File: config.mk
export PLATFORM = sky130hd
export DESIGN_NAME = ubx_frame_receiver
export DESIGN_NICKNAME = d
export VERILOG_FILES = /design/src/hw/rtl/ubxfr_pkg.sv /design/src/hw/rtl/ubxfr_regs.sv /design/src/hw/rtl/ubxfr_parser.sv /design/src/hw/rtl/ubx_frame_receiver.sv
export SDC_FILE = /design/constraint.sdc
export NUM_CORES = 1
export LEC_CHECK = 0
export CAP_MARGIN = 30
export CELL_PAD_IN_SITES_DETAIL_PLACEMENT = 0
export CELL_PAD_IN_SITES_GLOBAL_PLACEMENT = 1
export CORE_ASPECT_RATIO = 1.5
export CORE_MARGIN = 1.5
export CORE_UTILIZATION = 48
export DETAILED_ROUTE_END_ITERATION = 7
export DONT_BUFFER_PORTS = 1
export HOLD_SLACK_MARGIN = 0.05
export PLACE_DENSITY_LB_ADDON = 0.1
export SLEW_MARGIN = 30
export SYNTH_ARGS = -nofsm -noshare
export SYNTH_HDL_FRONTEND = slang
export SYNTH_HIERARCHICAL = 1
export SYNTH_SLANG_ARGS = --single-unit
File: constraint.sdc
create_clock -name aclk -period 6.4 [get_ports aclk]
set_input_delay 0.64 -clock aclk [delete_from_list [all_inputs] [get_ports aclk]]
set_output_delay 0.64 -clock aclk [all_outputs]
set_load 0.05 [all_outputs]
File: src/hw/rtl/ubxfr_pkg.sv
// Shared types and constants for the UBX frame receiver.
// No dependencies; used by all modules in hw/rtl.
package ubxfr_pkg;

    // Register map indexes (byte address = 4 * index)
    localparam int unsigned CFG_ADDR_W = 4;
    typedef enum logic [1:0] {
        REG_SYNC_FIRST  = 2'd0,
        REG_SYNC_SECOND = 2'd1,
        REG_MAX_LEN     = 2'd2,
        REG_UNUSED      = 2'd3
    } reg_idx_t;

    // Reset values of the configuration registers
    localparam logic [7:0]  SYNC_FIRST_RST  = 8'hB5;
    localparam logic [7:0]  SYNC_SECOND_RST = 8'h62;
    localparam logic [15:0] MAX_LEN_RST     = 16'd512;

    // Result kinds
    typedef enum logic [1:0] {
        KIND_PAYLOAD  = 2'd0,
        KIND_GOOD     = 2'd1,
        KIND_BAD_SUM  = 2'd2,
        KIND_TOO_LONG = 2'd3
    } kind_t;

    // Parser phases
    typedef enum logic [2:0] {
        PH_HUNT1   = 3'd0,
        PH_HUNT2   = 3'd1,
        PH_HEADER  = 3'd2,
        PH_PAYLOAD = 3'd3,
        PH_CK_A    = 3'd4,
        PH_CK_B    = 3'd5
    } phase_t;

    // Configuration handed from the register block to the parser
    typedef struct packed {
        logic [7:0]  sync_first;
        logic [7:0]  sync_second;
        logic [15:0] max_payload_len;
    } cfg_t;

endpackage

File: src/hw/rtl/ubxfr_regs.sv
// APB-style configuration registers of the UBX frame receiver.
// Depends on ubxfr_pkg.
module ubxfr_regs (
    input  logic                              aclk,
    input  logic                              aresetn,
    input  logic                              psel,
    input  logic                              penable,
    input  logic                              pwrite,
    input  logic [ubxfr_pkg::CFG_ADDR_W-1:0]  paddr,
    input  logic [31:0]                       pwdata,
    output logic [31:0]                       prdata,
    output logic                              pready,
    output ubxfr_pkg::cfg_t                   cfg
);

    ubxfr_pkg::cfg_t  cfg_reg;
    ubxfr_pkg::reg_idx_t idx;
    logic             wr_en;

    assign idx    = ubxfr_pkg::reg_idx_t'(paddr[3:2]);
    assign wr_en  = psel && penable && pwrite;
    assign pready = 1'b1;
    assign cfg    = cfg_reg;

    // Register writes in the access phase
    always_ff @(posedge aclk) begin
        if (!aresetn) begin
            cfg_reg.sync_first      <= ubxfr_pkg::SYNC_FIRST_RST;
            cfg_reg.sync_second     <= ubxfr_pkg::SYNC_SECOND_RST;
            cfg_reg.max_payload_len <= ubxfr_pkg::MAX_LEN_RST;
        end else if (wr_en) begin
            unique case (idx)
                ubxfr_pkg::REG_SYNC_FIRST:  cfg_reg.sync_first      <= pwdata[7:0];
                ubxfr_pkg::REG_SYNC_SECOND: cfg_reg.sync_second     <= pwdata[7:0];
                ubxfr_pkg::REG_MAX_LEN:     cfg_reg.max_payload_len <= pwdata[15:0];
                default: ;
            endcase
        end
    end

    // Read mux
    always_comb begin
        unique case (idx)
            ubxfr_pkg::REG_SYNC_FIRST:  prdata = {24'd0, cfg_reg.sync_first};
            ubxfr_pkg::REG_SYNC_SECOND: prdata = {24'd0, cfg_reg.sync_second};
            ubxfr_pkg::REG_MAX_LEN:     prdata = {16'd0, cfg_reg.max_payload_len};
            default:                    prdata = 32'd0;
        endcase
    end

endmodule

File: src/hw/rtl/ubxfr_parser.sv
// Byte-stream frame parser: input register, phase FSM, Fletcher sums and
// result register. Depends on ubxfr_pkg.
module ubxfr_parser (
    input  logic              aclk,
    input  logic              aresetn,
    input  ubxfr_pkg::cfg_t   cfg,
    input  logic              s_valid,
    output logic              s_ready,
    input  logic [7:0]        s_rx_byte,
    output logic              m_valid,
    input  logic              m_ready,
    output logic [1:0]        m_kind,
    output logic [7:0]        m_data,
    output logic [7:0]        m_msg_class,
    output logic [7:0]        m_msg_id,
    output logic [15:0]       m_payload_len,
    output logic [15:0]       m_payload_index
);

    // Input stage
    logic        in_valid_reg;
    logic [7:0]  in_byte_reg;
    logic        fire;

    // Parser state
    ubxfr_pkg::phase_t phase_reg, phase_next;
    logic [1:0]  header_count_reg, header_count_next;
    logic [7:0]  frame_class_reg, frame_class_next;
    logic [7:0]  frame_id_reg, frame_id_next;
    logic [15:0] frame_length_reg, frame_length_next;
    logic [15:0] payload_count_reg, payload_count_next;
    logic [7:0]  sum_a_reg, sum_a_next;
    logic [7:0]  sum_b_reg, sum_b_next;
    logic [7:0]  rx_sum_a_reg, rx_sum_a_next;

    // Result stage
    logic        out_valid_reg;
    ubxfr_pkg::kind_t out_kind_reg;
    logic [7:0]  out_data_reg, out_class_reg, out_id_reg;
    logic [15:0] out_len_reg, out_index_reg;

    // Per-byte datapath
    logic [7:0]  b;
    logic [7:0]  sum_a_add, sum_b_add;
    logic [15:0] len_full, count_inc;
    logic        len_over;
    logic        emit;
    ubxfr_pkg::kind_t emit_kind;
    logic [7:0]  emit_data;
    logic [15:0] emit_index;

    assign b         = in_byte_reg;
    assign sum_a_add = sum_a_reg + b;
    assign sum_b_add = sum_b_reg + sum_a_add;
    assign len_full  = {b, frame_length_reg[7:0]};
    assign len_over  = len_full > cfg.max_payload_len;
    assign count_inc = payload_count_reg + 16'd1;

    // Byte is processed when the result register can take its outcome
    assign fire    = in_valid_reg && (!out_valid_reg || m_ready);
    assign s_ready = !in_valid_reg || fire;

    always_ff @(posedge aclk) begin
        if (!aresetn) begin
            in_valid_reg <= 1'b0;
        end else if (s_ready) begin
            in_valid_reg <= s_valid;
        end
    end

    always_ff @(posedge aclk) begin
        if (s_valid && s_ready) begin
            in_byte_reg <= s_rx_byte;
        end
    end

    // Next phase
    always_comb begin
        phase_next = phase_reg;
        if (fire) begin
            unique case (phase_reg)
                ubxfr_pkg::PH_HUNT1:
                    phase_next = (b == cfg.sync_first) ? ubxfr_pkg::PH_HUNT2
                                                       : ubxfr_pkg::PH_HUNT1;
                ubxfr_pkg::PH_HUNT2:
                    phase_next = (b == cfg.sync_second) ? ubxfr_pkg::PH_HEADER
                                                        : ubxfr_pkg::PH_HUNT1;
                ubxfr_pkg::PH_HEADER: begin
                    if (header_count_reg == 2'd3) begin
                        if (len_over)
                            phase_next = ubxfr_pkg::PH_HUNT1;
                        else if (len_full == 16'd0)
                            phase_next = ubxfr_pkg::PH_CK_A;
                        else
                            phase_next = ubxfr_pkg::PH_PAYLOAD;
                    end
                end
                ubxfr_pkg::PH_PAYLOAD:
                    if (count_inc >= frame_length_reg) phase_next = ubxfr_pkg::PH_CK_A;
                ubxfr_pkg::PH_CK_A: phase_next = ubxfr_pkg::PH_CK_B;
                ubxfr_pkg::PH_CK_B: phase_next = ubxfr_pkg::PH_HUNT1;
                default:            phase_next = ubxfr_pkg::PH_HUNT1;
            endcase
        end
    end

    // Frame fields, sums and result selection
    always_comb begin
        header_count_next  = header_count_reg;
        frame_class_next   = frame_class_reg;
        frame_id_next      = frame_id_reg;
        frame_length_next  = frame_length_reg;
        payload_count_next = payload_count_reg;
        sum_a_next         = sum_a_reg;
        sum_b_next         = sum_b_reg;
        rx_sum_a_next      = rx_sum_a_reg;
        emit               = 1'b0;
        emit_kind          = ubxfr_pkg::KIND_PAYLOAD;
        emit_data          = 8'd0;
        emit_index         = 16'd0;
        if (fire) begin
            unique case (phase_reg)
                ubxfr_pkg::PH_HUNT2: begin
                    if (b == cfg.sync_second) begin
                        header_count_next = 2'd0;
                        sum_a_next        = 8'd0;
                        sum_b_next        = 8'd0;
                    end
                end
                ubxfr_pkg::PH_HEADER: begin
                    sum_a_next = sum_a_add;
                    sum_b_next = sum_b_add;
                    unique case (header_count_reg)
                        2'd0: begin
                            frame_class_next  = b;
                            header_count_next = 2'd1;
                        end
                        2'd1: begin
                            frame_id_next     = b;
                            header_count_next = 2'd2;
                        end
                        2'd2: begin
                            frame_length_next = {8'd0, b};
                            header_count_next = 2'd3;
                        end
                        default: begin
                            frame_length_next  = len_full;
                            header_count_next  = 2'd0;
                            payload_count_next = 16'd0;
                            if (len_over) begin
                                emit      = 1'b1;
                                emit_kind = ubxfr_pkg::KIND_TOO_LONG;
                            end
                        end
                    endcase
                end
                ubxfr_pkg::PH_PAYLOAD: begin
                    sum_a_next         = sum_a_add;
                    sum_b_next         = sum_b_add;
                    payload_count_next = count_inc;
                    emit               = 1'b1;
                    emit_kind          = ubxfr_pkg::KIND_PAYLOAD;
                    emit_data          = b;
                    emit_index         = payload_count_reg;
                end
                ubxfr_pkg::PH_CK_A: rx_sum_a_next = b;
                ubxfr_pkg::PH_CK_B: begin
                    emit      = 1'b1;
                    emit_kind = (rx_sum_a_reg == sum_a_reg && b == sum_b_reg)
                                ? ubxfr_pkg::KIND_GOOD : ubxfr_pkg::KIND_BAD_SUM;
                end
                default: ;
            endcase
        end
    end

    // State registers
    always_ff @(posedge aclk) begin
        if (!aresetn) begin
            phase_reg         <= ubxfr_pkg::PH_HUNT1;
            header_count_reg  <= 2'd0;
            frame_class_reg   <= 8'd0;
            frame_id_reg      <= 8'd0;
            frame_length_reg  <= 16'd0;
            payload_count_reg <= 16'd0;
            sum_a_reg         <= 8'd0;
            sum_b_reg         <= 8'd0;
            rx_sum_a_reg      <= 8'd0;
        end else begin
            phase_reg         <= phase_next;
            header_count_reg  <= header_count_next;
            frame_class_reg   <= frame_class_next;
            frame_id_reg      <= frame_id_next;
            frame_length_reg  <= frame_length_next;
            payload_count_reg <= payload_count_next;
            sum_a_reg         <= sum_a_next;
            sum_b_reg         <= sum_b_next;
            rx_sum_a_reg      <= rx_sum_a_next;
        end
    end

    // Result register: holds a transaction until taken
    always_ff @(posedge aclk) begin
        if (!aresetn) begin
            out_valid_reg <= 1'b0;
        end else if (fire && emit) begin
            out_valid_reg <= 1'b1;
        end else if (m_ready) begin
            out_valid_reg <= 1'b0;
        end
    end

    always_ff @(posedge aclk) begin
        if (fire && emit) begin
            out_kind_reg  <= emit_kind;
            out_data_reg  <= emit_data;
            out_class_reg <= frame_class_next;
            out_id_reg    <= frame_id_next;
            out_len_reg   <= frame_length_next;
            out_index_reg <= emit_index;
        end
    end

    assign m_valid         = out_valid_reg;
    assign m_kind          = out_kind_reg;
    assign m_data          = out_data_reg;
    assign m_msg_class     = out_class_reg;
    assign m_msg_id        = out_id_reg;
    assign m_payload_len   = out_len_reg;
    assign m_payload_index = out_index_reg;

    // Payload position always lies inside the announced length
    a_index_in_range: assert property (@(posedge aclk) disable iff (!aresetn)
        (out_valid_reg && out_kind_reg == ubxfr_pkg::KIND_PAYLOAD)
            |-> (out_index_reg < out_len_reg))
        else $error("payload index beyond frame length");

    // Only payload results carry data or an index
    a_verdict_zero: assert property (@(posedge aclk) disable iff (!aresetn)
        (out_valid_reg && out_kind_reg != ubxfr_pkg::KIND_PAYLOAD)
            |-> (out_data_reg == 8'd0 && out_index_reg == 16'd0))
        else $error("verdict with nonzero data or index");

    // A processed payload byte always produces a result
    a_payload_emits: assert property (@(posedge aclk) disable iff (!aresetn)
        (fire && phase_reg == ubxfr_pkg::PH_PAYLOAD) |=> out_valid_reg)
        else $error("payload byte lost");

    // Header counter is idle outside the header phase
    a_header_count: assert property (@(posedge aclk) disable iff (!aresetn)
        (phase_reg != ubxfr_pkg::PH_HEADER) |-> (header_count_reg == 2'd0))
        else $error("header count active outside header");

endmodule

File: src/hw/rtl/ubx_frame_receiver.sv
// UBX frame receiver top level; depends on ubxfr_pkg, ubxfr_regs, ubxfr_parser.
// Path: an accepted byte goes to the input register; its result, if any, then
// goes to the result register.
// Throughput: one byte per cycle; the input stalls only while a result waits on m_ready.
// Reset: synchronous active-low aresetn; hunt phase, sums cleared,
// registers back to 0xB5 / 0x62 / 512.
module ubx_frame_receiver (
    input  logic                              aclk,
    input  logic                              aresetn,
    // Configuration port
    input  logic                              psel,
    input  logic                              penable,
    input  logic                              pwrite,
    input  logic [ubxfr_pkg::CFG_ADDR_W-1:0]  paddr,
    input  logic [31:0]                       pwdata,
    output logic [31:0]                       prdata,
    output logic                              pready,
    // Byte input
    input  logic                              s_valid,
    output logic                              s_ready,
    input  logic [7:0]                        s_rx_byte,
    // Results
    output logic                              m_valid,
    input  logic                              m_ready,
    output logic [1:0]                        m_kind,
    output logic [7:0]                        m_data,
    output logic [7:0]                        m_msg_class,
    output logic [7:0]                        m_msg_id,
    output logic [15:0]                       m_payload_len,
    output logic [15:0]                       m_payload_index
);

    ubxfr_pkg::cfg_t cfg;

    ubxfr_regs u_regs (
        .aclk    (aclk),
        .aresetn (aresetn),
        .psel    (psel),
        .penable (penable),
        .pwrite  (pwrite),
        .paddr   (paddr),
        .pwdata  (pwdata),
        .prdata  (prdata),
        .pready  (pready),
        .cfg     (cfg)
    );

    ubxfr_parser u_parser (
        .aclk            (aclk),
        .aresetn         (aresetn),
        .cfg             (cfg),
        .s_valid         (s_valid),
        .s_ready         (s_ready),
        .s_rx_byte       (s_rx_byte),
        .m_valid         (m_valid),
        .m_ready         (m_ready),
        .m_kind          (m_kind),
        .m_data          (m_data),
        .m_msg_class     (m_msg_class),
        .m_msg_id        (m_msg_id),
        .m_payload_len   (m_payload_len),
        .m_payload_index (m_payload_index)
    );

endmodule
==> impl_metrics.py <==
metrics = {
    "setup_path": {
        "cp-start-kind": "register",
        "rr_startpoint": "u_parser/b[1]$_DFFE_PP_",
        "end_kind": "register",
        "r2r_slack_ps": 2610,
        "worstSetupPathType": "register to register",
        "slowest_delay_ps": 820,
        "worst-path-max-fanout": 11,
        "critPathMostFrequentCell": "nor2_1",
        "crit_chain": "inv_1 -> fa_1 -> nor2b_1 -> o21ai_0 -> a21boi_0 -> nor2_1 -> ha_1 -> o21a_1 -> a2111oi_2 -> nor2_1 -> or3_1 -> nand4_1",
        "cp_slowest_cell": "edfxtp_1",
        "r2r_end": "u_parser/sum_b_reg[7]$_SDFFE_PN0P_",
        "worstPathRequired_ps": 6780,
        "r2r_cells": 12,
        "crit_arrival_ps": 4180,
    },
    "clock_tree": {
        "clockBufferDepth": 2,
        "htree_levels": 4,
        "clk_pin_slew_ps": 70,
        "cts_buffers": 17,
        "cts.repair.resized": 0,
        "hold_buffers": 0,
        "post_cts_buffers": 0,
        "cts_root_buf": "clkbuf_16",
        "numClockSinks": 177,
        "worst_skew_pair.late_latency_ps": 440,
        "cts_tree": "done",
    },
    "route": {
        "drc": 0,
        "num_vias": 6473,
        "wire_per_inst_um": 18.42,
        "ant_nets": 0,
        "wirelength_mm": 21.55,
        "drtIter0Drc": 378,
        "via_per_inst": 5.532,
        "first_pass_iters": 5,
    },
    "global_route": {
        "track_usage_pct": 22.11,
        "grt_overflow": 0,
        "antenna_found_initial": 0,
        "grt_max_degree": 92,
        "grt_pass1_vias": 6361,
        "grt_pass1_wl_mm": 34.06,
    },
    "synthesis": {
        "synth_top_cell_area_share_pct": 23.72,
        "synth_edf_count": 66,
        "synthesis.area_um2": 9366,
        "netlist_top_cells_count": "dfxtp_1, nand2_1, edfxtp_1, and2_1, nor2_1",
        "ys.warnings.count": 6,
        "seq_area_frac_synth_pct": 44.88,
        "ys.flop_type": "dfxtp_1",
        "ys_ff_latch": 177,
        "syn_inst": 922,
        "syn_area_per_cell_um2": 10.16,
        "yosysTopAreaCell": "dfxtp_1",
        "synth.most_common_cell": "dfxtp_1",
        "synthArstFlopShare_pct": 0,
        "synth_cell_types": 74,
        "synthTopCellsByArea": "dfxtp_1, edfxtp_1, ha_1, mux2i_1, and2_1",
    },
    "layout": {
        "largest_register_ff_count": 32,
        "final_area_um2": 9985,
        "antennaDiodeCount": 0,
        "nNetsFinal": 1005,
        "area_growth_pct": 6.599,
        "layoutNonFillerInstCount": 1170,
        "drive_above_1_share_pct": 9.628,
    },
    "floorplan": {
        "coreArea_um2": 19160,
        "dieArea_um2": 20380,
        "fp.dieW_um": 117.1,
        "io_pins": 144,
        "start_util_pct": 48.88,
        "rows": 62,
        "die_h_um": 174.1,
    },
    "status": {
        "status": "completed",
    },
    "hold_path": {
        "hold_depth": 0,
        "holdCritStartpoint": "s_rx_byte[7]",
        "hold-path-endpoint": "u_parser/b[7]$_DFFE_PP_",
        "hold_class": "primary input to register",
    },
    "pwr": {
        "powerDensity_nw_per_um2": 243.2,
        "p_leak_nw": 3.752,
        "vdd.ir_drop.worst_mv": 0.1548,
    },
    "timing": {
        "finalSetupViolations": 0,
        "fin_crit_ps": 3794,
        "rsz0062_at_grt": "false",
        "relSlewSlack_pct": 31.80,
        "hold_viol": 0,
        "tightestPinTransition_ps": 1016,
        "max_freq_mhz": 263.6,
        "drv_slew": 0,
        "tns_ps": 0,
        "skew_ps": 11.47,
        "setup_ws_ps": 2606,
        "fin_crit_sh_pct": 59.28,
        "holdWs_ps": 290.4,
    },
    "run": {
        "drv_cap": 0,
    },
    "place": {
        "placed_cells": 1138,
        "place_congestion": 0.8639,
        "place_hpwl_mm": 15.04,
        "dpl_cell_area_um2": 9390,
        "pre_cts_slack_ps": 2628,
        "io_buffers": 0,
    },
}
==> critical path: cells and delay by family, from the launching register on <==
family,cells,cell delay [ps]
AOI/OAI and AO/OA,4,1040
adders and majority gates,2,830
DFF,1,820
and+or+nand+nor,5,810
buffers and inverters,1,230
==> cell families (layout without fill, tap and decap cells) <==
group	count (synthesis)	count (layout)	synth area share, %
flip-flops	177	177	44.88
adder cells (fa/ha/maj)	53	53	7.240
multiplexers	63	63	6.946
other	2	17	0.08018
AND/OR/NAND/NOR	323	323	18.75
AO/OA/AOI/OAI	139	139	10.14
XOR/XNOR	55	55	5.584
buffers and inverters	110	87	6.372
==> how the worst max path moves through the flow <==
stage                       startpoint                                  to  cells after the start
2_1_floorplan  u_parser/b[7]$_DFFE_PP_    u_parser/m_data[0]$_SDFFCE_PN0P_                      7
3_3_place_gp   u_parser/b[1]$_DFFE_PP_  u_parser/sum_b_reg[7]$_SDFFE_PN0P_                     12
3_5_place_dp   u_parser/b[1]$_DFFE_PP_  u_parser/sum_b_reg[7]$_SDFFE_PN0P_                     12
4_1_cts        u_parser/b[1]$_DFFE_PP_  u_parser/sum_b_reg[7]$_SDFFE_PN0P_                     12
5_1_grt        u_parser/b[1]$_DFFE_PP_  u_parser/sum_b_reg[7]$_SDFFE_PN0P_                     12
6_report       u_parser/b[1]$_DFFE_PP_  u_parser/sum_b_reg[7]$_SDFFE_PN0P_                     12
==> placed cells by master, fill, tap and decap left out, types with 14 or more instances in the layout <==
cell and n:
mux2i_1 47, inv_1 47, and2_1 63, edfxtp_1 66
conb_1 17, nor3_1 16, nand2_1 76, clkbuf_16 17
a22o_1 14, a21oi_1 41, nand3_1 21, o21ai_0 18
xnor2_1 45, nor2_1 62, mux2_2 16, nor2b_1 22
ha_1 51, dfxtp_1 111
==> cell type report <==
cell class	count	area [um2]
fillers	1750	9176
multi-input cells	650	4641
flip-flops and latches	177	4204
clock buffers	17	425.4
well taps	256	320.3
inverters	50	187.7
clock inverters	15	168.9
repair buffers	5	37.54
==> where the power goes <==
part           switching (mW)  internal, mW
Clock                   0.488         0.555
Sequential             0.0374          1.17
Combinational           0.111        0.0615
==> through the flow <==
step	util [%]	power, mW
after floorplan	-	1.394
after global placement	48.97	1.408
after detailed placement	49.01	1.411
after CTS	52.11	2.459
after global routing	52.11	2.529
final	52.11	2.429
==> routing by layer <==
layer  global-route usage [%]  wire [um]  vias up
met2                    38.79      11310      179
li1                         -          -     3134
met4                    9.839        657        0
met3                    4.533        745       44
met5                        0          0        -
met1                    25.44       8836     3116
Note: power is estimated with default switching activity, not from simulation.
